[src/window_peak_count_max_macros.svh]
// Assertion macros for the sliding-window peak counter.
// Depends on nothing; included by the top level after its package import.
`ifndef WINDOW_PEAK_COUNT_MAX_MACROS_SVH
`define WINDOW_PEAK_COUNT_MAX_MACROS_SVH

// Same-cycle implication, disabled while reset is asserted.
`define WPCM_ASSERT_NOW(label, clk, rst_n, ante, cons) \
    label: assert property (@(posedge clk) disable iff (!rst_n) (ante) |-> (cons)) \
        else $error("window_peak_count_max: check failed");

// Next-cycle implication, disabled while reset is asserted.
`define WPCM_ASSERT_NEXT(label, clk, rst_n, ante, cons) \
    label: assert property (@(posedge clk) disable iff (!rst_n) (ante) |=> (cons)) \
        else $error("window_peak_count_max: check failed");

`endif

[src/wpcm_pkg.sv]
// Shared constants for the sliding-window peak counter.
// No dependencies; imported by window_peak_count_max.
`timescale 1ns / 1ps

package wpcm_pkg;

    // Default sizing
    localparam int WINDOW_MAX_DEF  = 1024;
    localparam int MAX_LEN_DEF     = 65536;
    localparam int SAMPLE_BITS_DEF = 32;

    // Fixed field widths
    localparam int CFG_W   = 11;
    localparam int PARTS_W = 10;
    localparam int START_W = 17;

    // Window length register
    localparam logic [CFG_W-1:0] WLEN_RESET = CFG_W'(3);
    localparam int               WLEN_MIN   = 3;

endpackage

[src/window_peak_count_max.sv]
// Sliding-window peak counter: top level, single module.
// A request marked last shows its result in the cycle after its acceptance.
// Throughput: one sample per cycle, limited only by the output register draining.
// The peak flag history is a one-bit-wide RAM of WINDOW_MAX entries, read ahead of use
// into a register; it needs no clearing pass because every entry is rewritten before read.
// Reset (rst_n, async, active low) empties the set, the output register and loads window_len = 3.
`timescale 1ns / 1ps

module window_peak_count_max #(
    parameter int WINDOW_MAX  = wpcm_pkg::WINDOW_MAX_DEF,
    parameter int MAX_LEN     = wpcm_pkg::MAX_LEN_DEF,
    parameter int SAMPLE_BITS = wpcm_pkg::SAMPLE_BITS_DEF
) (
    input  logic                          clk,
    input  logic                          rst_n,
    // sample channel
    input  logic                          in_valid,
    output logic                          in_stall,
    input  logic [SAMPLE_BITS-1:0]        sample,
    input  logic                          last,
    // result channel
    output logic                          out_valid,
    input  logic                          out_stall,
    output logic [wpcm_pkg::PARTS_W-1:0]  parts,
    output logic [wpcm_pkg::START_W-1:0]  start_pos,
    // window length register write
    input  logic                          cfg_valid,
    output logic                          cfg_ready,
    input  logic [wpcm_pkg::CFG_W-1:0]    window_len
);
    import wpcm_pkg::*;

`include "window_peak_count_max_macros.svh"

    // Widths derived from the sizing parameters
    localparam int KW = $clog2(WINDOW_MAX + 1);        // holds a clamped window length
    localparam int AW = $clog2(WINDOW_MAX);            // history RAM address
    localparam int IW = $clog2(MAX_LEN + 1);           // sample index, counts, start
    localparam int EW = ((IW > KW) ? IW : KW) + 1;     // index/length arithmetic
    localparam int LW = (KW > CFG_W) ? KW : CFG_W;     // clamp compare width

    // Clamp the register value into 3..WINDOW_MAX
    function automatic logic [KW-1:0] clamp_len(input logic [CFG_W-1:0] v);
        logic [LW-1:0] v_ext;
        v_ext = LW'(v);
        if (v_ext < LW'(WLEN_MIN))
            return KW'(WLEN_MIN);
        else if (v_ext > LW'(WINDOW_MAX))
            return KW'(WINDOW_MAX);
        else
            return KW'(v_ext);
    endfunction

    // Registers
    logic [CFG_W-1:0]       wlen_reg,  wlen_next;
    logic [IW-1:0]          idx_reg,   idx_next;
    logic [AW-1:0]          pos_reg,   pos_next;      // idx_reg modulo WINDOW_MAX
    logic [SAMPLE_BITS-1:0] r0_reg,    r0_next;       // previous sample
    logic [SAMPLE_BITS-1:0] r1_reg,    r1_next;       // sample before that
    logic [IW-1:0]          cnt_reg,   cnt_next;
    logic [IW-1:0]          best_reg,  best_next;
    logic [IW-1:0]          bstart_reg, bstart_next;
    logic                   out_valid_reg, out_valid_next;
    logic [PARTS_W-1:0]     parts_reg, parts_next;
    logic [START_W-1:0]     start_reg, start_next;
    logic                   hist_rd_reg;              // history flag at current window start

    // History RAM
    logic                   hist_mem [0:WINDOW_MAX-1];

    // Step logic
    logic                   in_acc, out_acc, cfg_acc;
    logic                   active;
    logic [KW-1:0]          k_cur, k_nxt;
    logic                   pk;
    logic [IW-1:0]          cnt_inc, cnt_dec;
    logic [EW-1:0]          idx_plus1, start_w;
    logic                   full_w, drop;
    logic [IW-1:0]          best_upd, bstart_upd;
    logic                   hist_we;
    logic [AW-1:0]          hist_wa, hist_ra;
    logic [KW:0]            ra_t;

    assign in_acc    = in_valid && !in_stall;
    assign out_acc   = out_valid_reg && !out_stall;
    assign cfg_acc   = cfg_valid && cfg_ready;
    assign cfg_ready = 1'b1;
    // Hold input only while a finished result waits and the sink is stalling
    assign in_stall  = out_valid_reg && out_stall;

    assign out_valid = out_valid_reg;
    assign parts     = parts_reg;
    assign start_pos = start_reg;

    assign wlen_next = cfg_acc ? window_len : wlen_reg;
    assign k_cur     = clamp_len(wlen_reg);
    assign k_nxt     = clamp_len(wlen_next);

    // Samples past MAX_LEN in a set are dropped, but last still closes the set
    assign active = (EW'(idx_reg) < EW'(MAX_LEN));

    always_comb
    begin
        // Peak test on the middle of the last three samples
        pk      = (EW'(idx_reg) >= EW'(2)) && (r0_reg > r1_reg) && (r0_reg > sample);
        cnt_inc = cnt_reg + IW'(pk);

        // Window ending at this sample is complete once idx + 1 >= k
        idx_plus1 = EW'(idx_reg) + EW'(1);
        full_w    = (idx_plus1 >= EW'(k_cur));
        start_w   = idx_plus1 - EW'(k_cur);

        // Drop the peak at the window start as it leaves the interior
        drop    = full_w && (start_w != '0) && hist_rd_reg && (cnt_inc != '0);
        cnt_dec = cnt_inc - IW'(drop);

        best_upd   = best_reg;
        bstart_upd = bstart_reg;
        if (full_w && (cnt_dec > best_reg))
        begin
            best_upd   = cnt_dec;
            bstart_upd = IW'(start_w);
        end

        hist_wa = (pos_reg == '0) ? AW'(WINDOW_MAX - 1) : (pos_reg - AW'(1));
        hist_we = in_acc && active && (EW'(idx_reg) >= EW'(2));
    end

    always_comb
    begin
        idx_next       = idx_reg;
        pos_next       = pos_reg;
        r0_next        = r0_reg;
        r1_next        = r1_reg;
        cnt_next       = cnt_reg;
        best_next      = best_reg;
        bstart_next    = bstart_reg;
        out_valid_next = out_valid_reg;
        parts_next     = parts_reg;
        start_next     = start_reg;

        if (out_acc)
            out_valid_next = 1'b0;

        if (in_acc)
        begin
            if (active)
            begin
                idx_next    = IW'(idx_plus1);
                pos_next    = (pos_reg == AW'(WINDOW_MAX - 1)) ? '0 : (pos_reg + AW'(1));
                r0_next     = sample;
                r1_next     = r0_reg;
                cnt_next    = cnt_dec;
                best_next   = best_upd;
                bstart_next = bstart_upd;
            end
            if (last)
            begin
                // Emit the best window and clear the set
                out_valid_next = 1'b1;
                parts_next     = PARTS_W'((IW + 1)'(active ? best_upd : best_reg) + (IW + 1)'(1));
                start_next     = START_W'((IW + 1)'(active ? bstart_upd : bstart_reg)
                                          + (IW + 1)'(1));
                idx_next       = '0;
                pos_next       = '0;
                r0_next        = '0;
                r1_next        = '0;
                cnt_next       = '0;
                best_next      = '0;
                bstart_next    = '0;
            end
        end
    end

    // Prefetch address: window start of the next request, modulo WINDOW_MAX
    always_comb
    begin
        ra_t = (KW + 1)'(pos_next) + (KW + 1)'(1);
        if (ra_t >= (KW + 1)'(k_nxt))
            hist_ra = AW'(ra_t - (KW + 1)'(k_nxt));
        else
            hist_ra = AW'(ra_t + (KW + 1)'(WINDOW_MAX) - (KW + 1)'(k_nxt));
    end

    // History RAM: one write, one registered read with write-through
    always_ff @(posedge clk)
    begin
        if (hist_we)
            hist_mem[hist_wa] <= pk;
        if (hist_we && (hist_wa == hist_ra))
            hist_rd_reg <= pk;
        else
            hist_rd_reg <= hist_mem[hist_ra];
    end

    // Control and set state
    always_ff @(posedge clk or negedge rst_n)
    begin
        if (!rst_n)
        begin
            wlen_reg      <= WLEN_RESET;
            idx_reg       <= '0;
            pos_reg       <= '0;
            r0_reg        <= '0;
            r1_reg        <= '0;
            cnt_reg       <= '0;
            best_reg      <= '0;
            bstart_reg    <= '0;
            out_valid_reg <= 1'b0;
        end
        else
        begin
            wlen_reg      <= wlen_next;
            idx_reg       <= idx_next;
            pos_reg       <= pos_next;
            r0_reg        <= r0_next;
            r1_reg        <= r1_next;
            cnt_reg       <= cnt_next;
            best_reg      <= best_next;
            bstart_reg    <= bstart_next;
            out_valid_reg <= out_valid_next;
        end
    end

    // Result payload
    always_ff @(posedge clk)
    begin
        parts_reg <= parts_next;
        start_reg <= start_next;
    end

    // Checks
    `WPCM_ASSERT_NEXT(a_last_gives_result, clk, rst_n, in_acc && last, out_valid_reg)
    `WPCM_ASSERT_NEXT(a_index_advances, clk, rst_n, in_acc && !last && active,
                      idx_reg == IW'($past(idx_plus1)))
    `WPCM_ASSERT_NEXT(a_best_waits_full_window, clk, rst_n, in_acc && !last && !full_w,
                      best_reg == $past(best_reg))

endmodule
[config.mk]
export PLATFORM = sky130hd
export DESIGN_NAME = window_peak_count_max
export DESIGN_NICKNAME = d
export VERILOG_FILES = /design/src/wpcm_pkg.sv /design/src/window_peak_count_max.sv
export VERILOG_INCLUDE_DIRS = /design/src /design/src/src
export SDC_FILE = /design/constraint.sdc
export NUM_CORES = 2
export LEC_CHECK = 0
export ABC_AREA = 0
export BUFFER_PORTS_ARGS = -buffer_cell sky130_fd_sc_hd__buf_2
export CAP_MARGIN = 20
export CORE_MARGIN = 1.5
export CORE_UTILIZATION = 30
export DETAILED_ROUTE_END_ITERATION = 7
export HOLD_SLACK_MARGIN = 0.05
export PLACE_DENSITY = 0.43
export SLEW_MARGIN = 20
export SYNTH_ARGS = -nofsm -noshare
export SYNTH_HDL_FRONTEND = slang
export SYNTH_SLANG_ARGS = --single-unit
[constraint.sdc]
create_clock -name clk -period 96.9 [get_ports clk]
set_input_delay 0 -clock clk [delete_from_list [all_inputs] [get_ports clk]]
set_output_delay 0 -clock clk [all_outputs]
set_load 0.05 [all_outputs]
==> reports/metrics.csv <==
metric;value;unit
antenna-violating nets left;0;
CTS buffer count;144;
Post-synth EDFFs;1051;
largest net degree at the start of global routing;234;
non-filler cells, final;7004;
Tot Pwr;1.45;mW
Root Driver;clkbuf_16;
Core ar.;0.188;sq mm
Cells after DPL;6645;
Avg Cell Area, Syn;13.0;sq um
post-route cell area;0.0653;sq mm
Congestion Overflow GR;0;
top-area cell type share of the netlist area;55.7;%
Hold Vio Cnt, Final;0;
combinational power share;22.7;%
Starting Density;30.2;%
critical path's slowest cell;nor3_1;
worst setup margin;84000;ps
Cell Rows;159;
minimum clock period;12910;ps
LEAKAGE;21.0;nW
RD Place Congestion;0.784;
register area;0.0356;sq mm
sw frac;30.3;%
power density cells;22.1;mW/mm^2
Placed Area;0.0596;sq mm
area delta synth->final;15.1;%
worst skew pair latency;800;ps
number of max-cap violations;0;
drc violations;14;
H-tree Lvls;4;
CP arrival;13440;ps
Critical Path Fanout Max;41;
worst reg2reg setup slack;84000;ps
ys flop type;edfxtp_1;
I/O pin count;79;
Worst Tran Pin Value;1180;ps
worst r2r src;r0_reg[31];
FF+latch count, synth;1215;
dpl hpwl;91900;um
1st-pass router iterations;7;
Worst slew margin;21.2;%
period utilization;13.3;%
first-pass GRT wire length;252000;um
RSZ-0062 raised after global routing;false;
leading area contributor after synthesis;edfxtp_1;
syn_nets;4514;
Mapped Cells;4348;
post-CTS setup buffers;0;
pins over their slew limit;0;
die height;438;um
Hold Crit Class;input pin to async pin;
vias;35900;
crit path from;sample[31];
Ys Warns;0;
Worst Path Required;97430;ps
chip width;438;um
antenna violations before repair;6;
setup TNS;0;ps
Fillers;18500;
Global Route Usage Sum;17.7;%
max reg flops;1024;
nets;4559;
VDD IR max;0.0205;mV
ys async rst share;12.7;%
NetSw;0.437;mW
CTS tree;yes;
crit path capture type;flip-flop;
CP startpoint kind;input pin;
Reg power frac;40.6;%
internal power;1.01;mW
failing checks;design-rule violations;
area of the multi-input gates;0.0194;sq mm
share of layout cells above drive strength 1;16.0;%
post-cts resize count;0;
DRT Wirelength;169000;um
Top cell by count, worst path;ha_1;
Clock Sinks;1215;
Seq/Total Area, Yosys;62.8;%
largest cells by area after synthesis;edfxtp_1 (56%), mux4_2 (11%), nor2_1 (7.4%), dfrtp_1 (6.7%), ha_1 (2.5%);
clock share of power;36.7;%
die area;0.192;sq mm
Slowest Stage Delay on Critical Path;840;ps
Port-buffer cells;77;
Post-Syn Area;0.0567;sq mm
WS Path Type;input pin to flip-flop;
Setup violations, final;0;
Synth cell types;84;
pre-CTS setup slack;83940;ps
vias in the first global route;36900;
routed length per instance;24.2;um
Fmax;0.0775;GHz
Initial DRC Count;3023;
Worst-path clk slew;50;ps
Max clock buf depth;3;
status;complete, but fails checks;
DR vias/cell;5.13;
Worst Skew;27.8;ps
## final timing paths
kind,to,cells after the start
max,start_pos[10],46
min,r1_reg[1],4
max reg2reg,start_pos[10],43
min reg2reg,best_reg[4],2
max in group asynchronous,pos_reg[3],4
min in group clk,idx_reg[16],5
## per-stage QoR
stage	util, %	hold WS (ps)
final	34.8	404
after global routing	34.7	438
after CTS	34.7	355
after detailed placement	31.8	183
after global placement	31.7	188
after floorplan	-	-296
## power groups by stage
| stage | Combinational, mW | Clock [mW] | Sequential (mW) |
|---|---|---|---|
| detailed placement | 0.328 | 0 | 0.598 |
| global route | 0.352 | 0.563 | 0.588 |
| global placement | 0.326 | 0 | 0.598 |
| finish | 0.328 | 0.530 | 0.587 |
| floorplan | 0.216 | 0 | 0.607 |
| CTS | 0.332 | 0.544 | 0.588 |
## per-layer routing
layer	wire [um]	part of all wire (%)	vias to the layer above	track usage (%)
li1	-	-	16000	-
met1	78000	46	18900	24.6
met2	80400	48	795	28.7
met3	7330	4.3	219	2.74
met4	3500	2.1	0	4.47
met5	0	0	-	0
## cells by family (layout without fill, tap and decap cells)
group                      count (synthesis)  in the layout  synth area share [%]
and+or+nand+nor                         1603           1603                  11.7
DFF                                     1215           1215                  62.8
buffers and inverters                    473            631                  3.34
xor gates and xnor gates                 117            117                  1.83
AOI/OAI and AO/OA                        516            516                  6.25
other                                      1              4               0.00662
adders and majority gates                117            117                  2.61
muxes                                    306            306                  11.4
## placed cells by master (no fill, tap or decap), types with 12 or more instances in the layout
cell,instances
mux2i_1,20
a221oi_1,26
nand2_2,35
edfxtp_1,1051
mux2_2,15
xnor2_1,84
o21a_1,12
clkbuf_16,147
nand4_1,40
buf_4,69
and2_1,15
nor2_1,1114
a21oi_1,100
o22ai_1,20
ha_1,115
nand2_1,187
inv_1,120
a22oi_1,48
o21ai_0,117
a22o_1,88
nor2b_1,19
clkinv_2,15
dlygate4sd3_1,95
nand2b_1,13
nand2_4,15
clkbuf_1,39
nand3_1,46
mux4_2,271
nor3_1,38
buf_2,76
nor4_1,20
dfrtp_1,152
a21o_1,27
clkinv_1,34
xor2_1,31
## area by class of cell
type,count,share of cell area [%]
clock inverters,68,1.03
diodes,3,0.0115
repair buffers,249,3.12
well taps,2495,4.78
inverters,123,0.707
multi-input cells,2660,29.8
clock buffers,191,5.97
flip-flops and latches,1215,54.6
## repair_timing
item / CTS / global route
hold buffers: 96 / 0
hold endpoints to repair: 165 / 0
endpoints found under the setup margin: 0 / 0
## worst max-delay path, delay by kind of cell
| family | cells | cell delay (ps) |
|---|---|---|
| adders and majority gates | 7 | 2030 |
| muxes | 1 | 270 |
| AOI/OAI and AO/OA | 13 | 3280 |
| buffers and inverters | 6 | 1740 |
| xor gates and xnor gates | 2 | 280 |
| and+or+nand+nor | 17 | 5790 |
## synthesized netlist by cell type (all sizes together), types with 5 or more instances
cell type     n
a22o         88
a221oi       27
o21ai       120
nor2b        21
nand4        41
nor2       1118
inv         122
or2           6
nand2b       13
o22ai        20
a21o         28
clkbuf      204
mux2         15
buf         146
nand2       237
xnor2        86
o211ai        8
mux4        271
edfxtp     1051
nor4         22
and4          9
or3           5
or4           6
dfrtp       152
o31ai        10
mux2i        20
nand3        48
and3          9
a21boi        5
xor2         31
o21a         12
a211oi       10
a22oi        48
dfxtp        10
a21oi       101
ha          115
a31oi         6
nor3         39
and2         16
No activity file was read; power rests on OpenSTA's default activity.
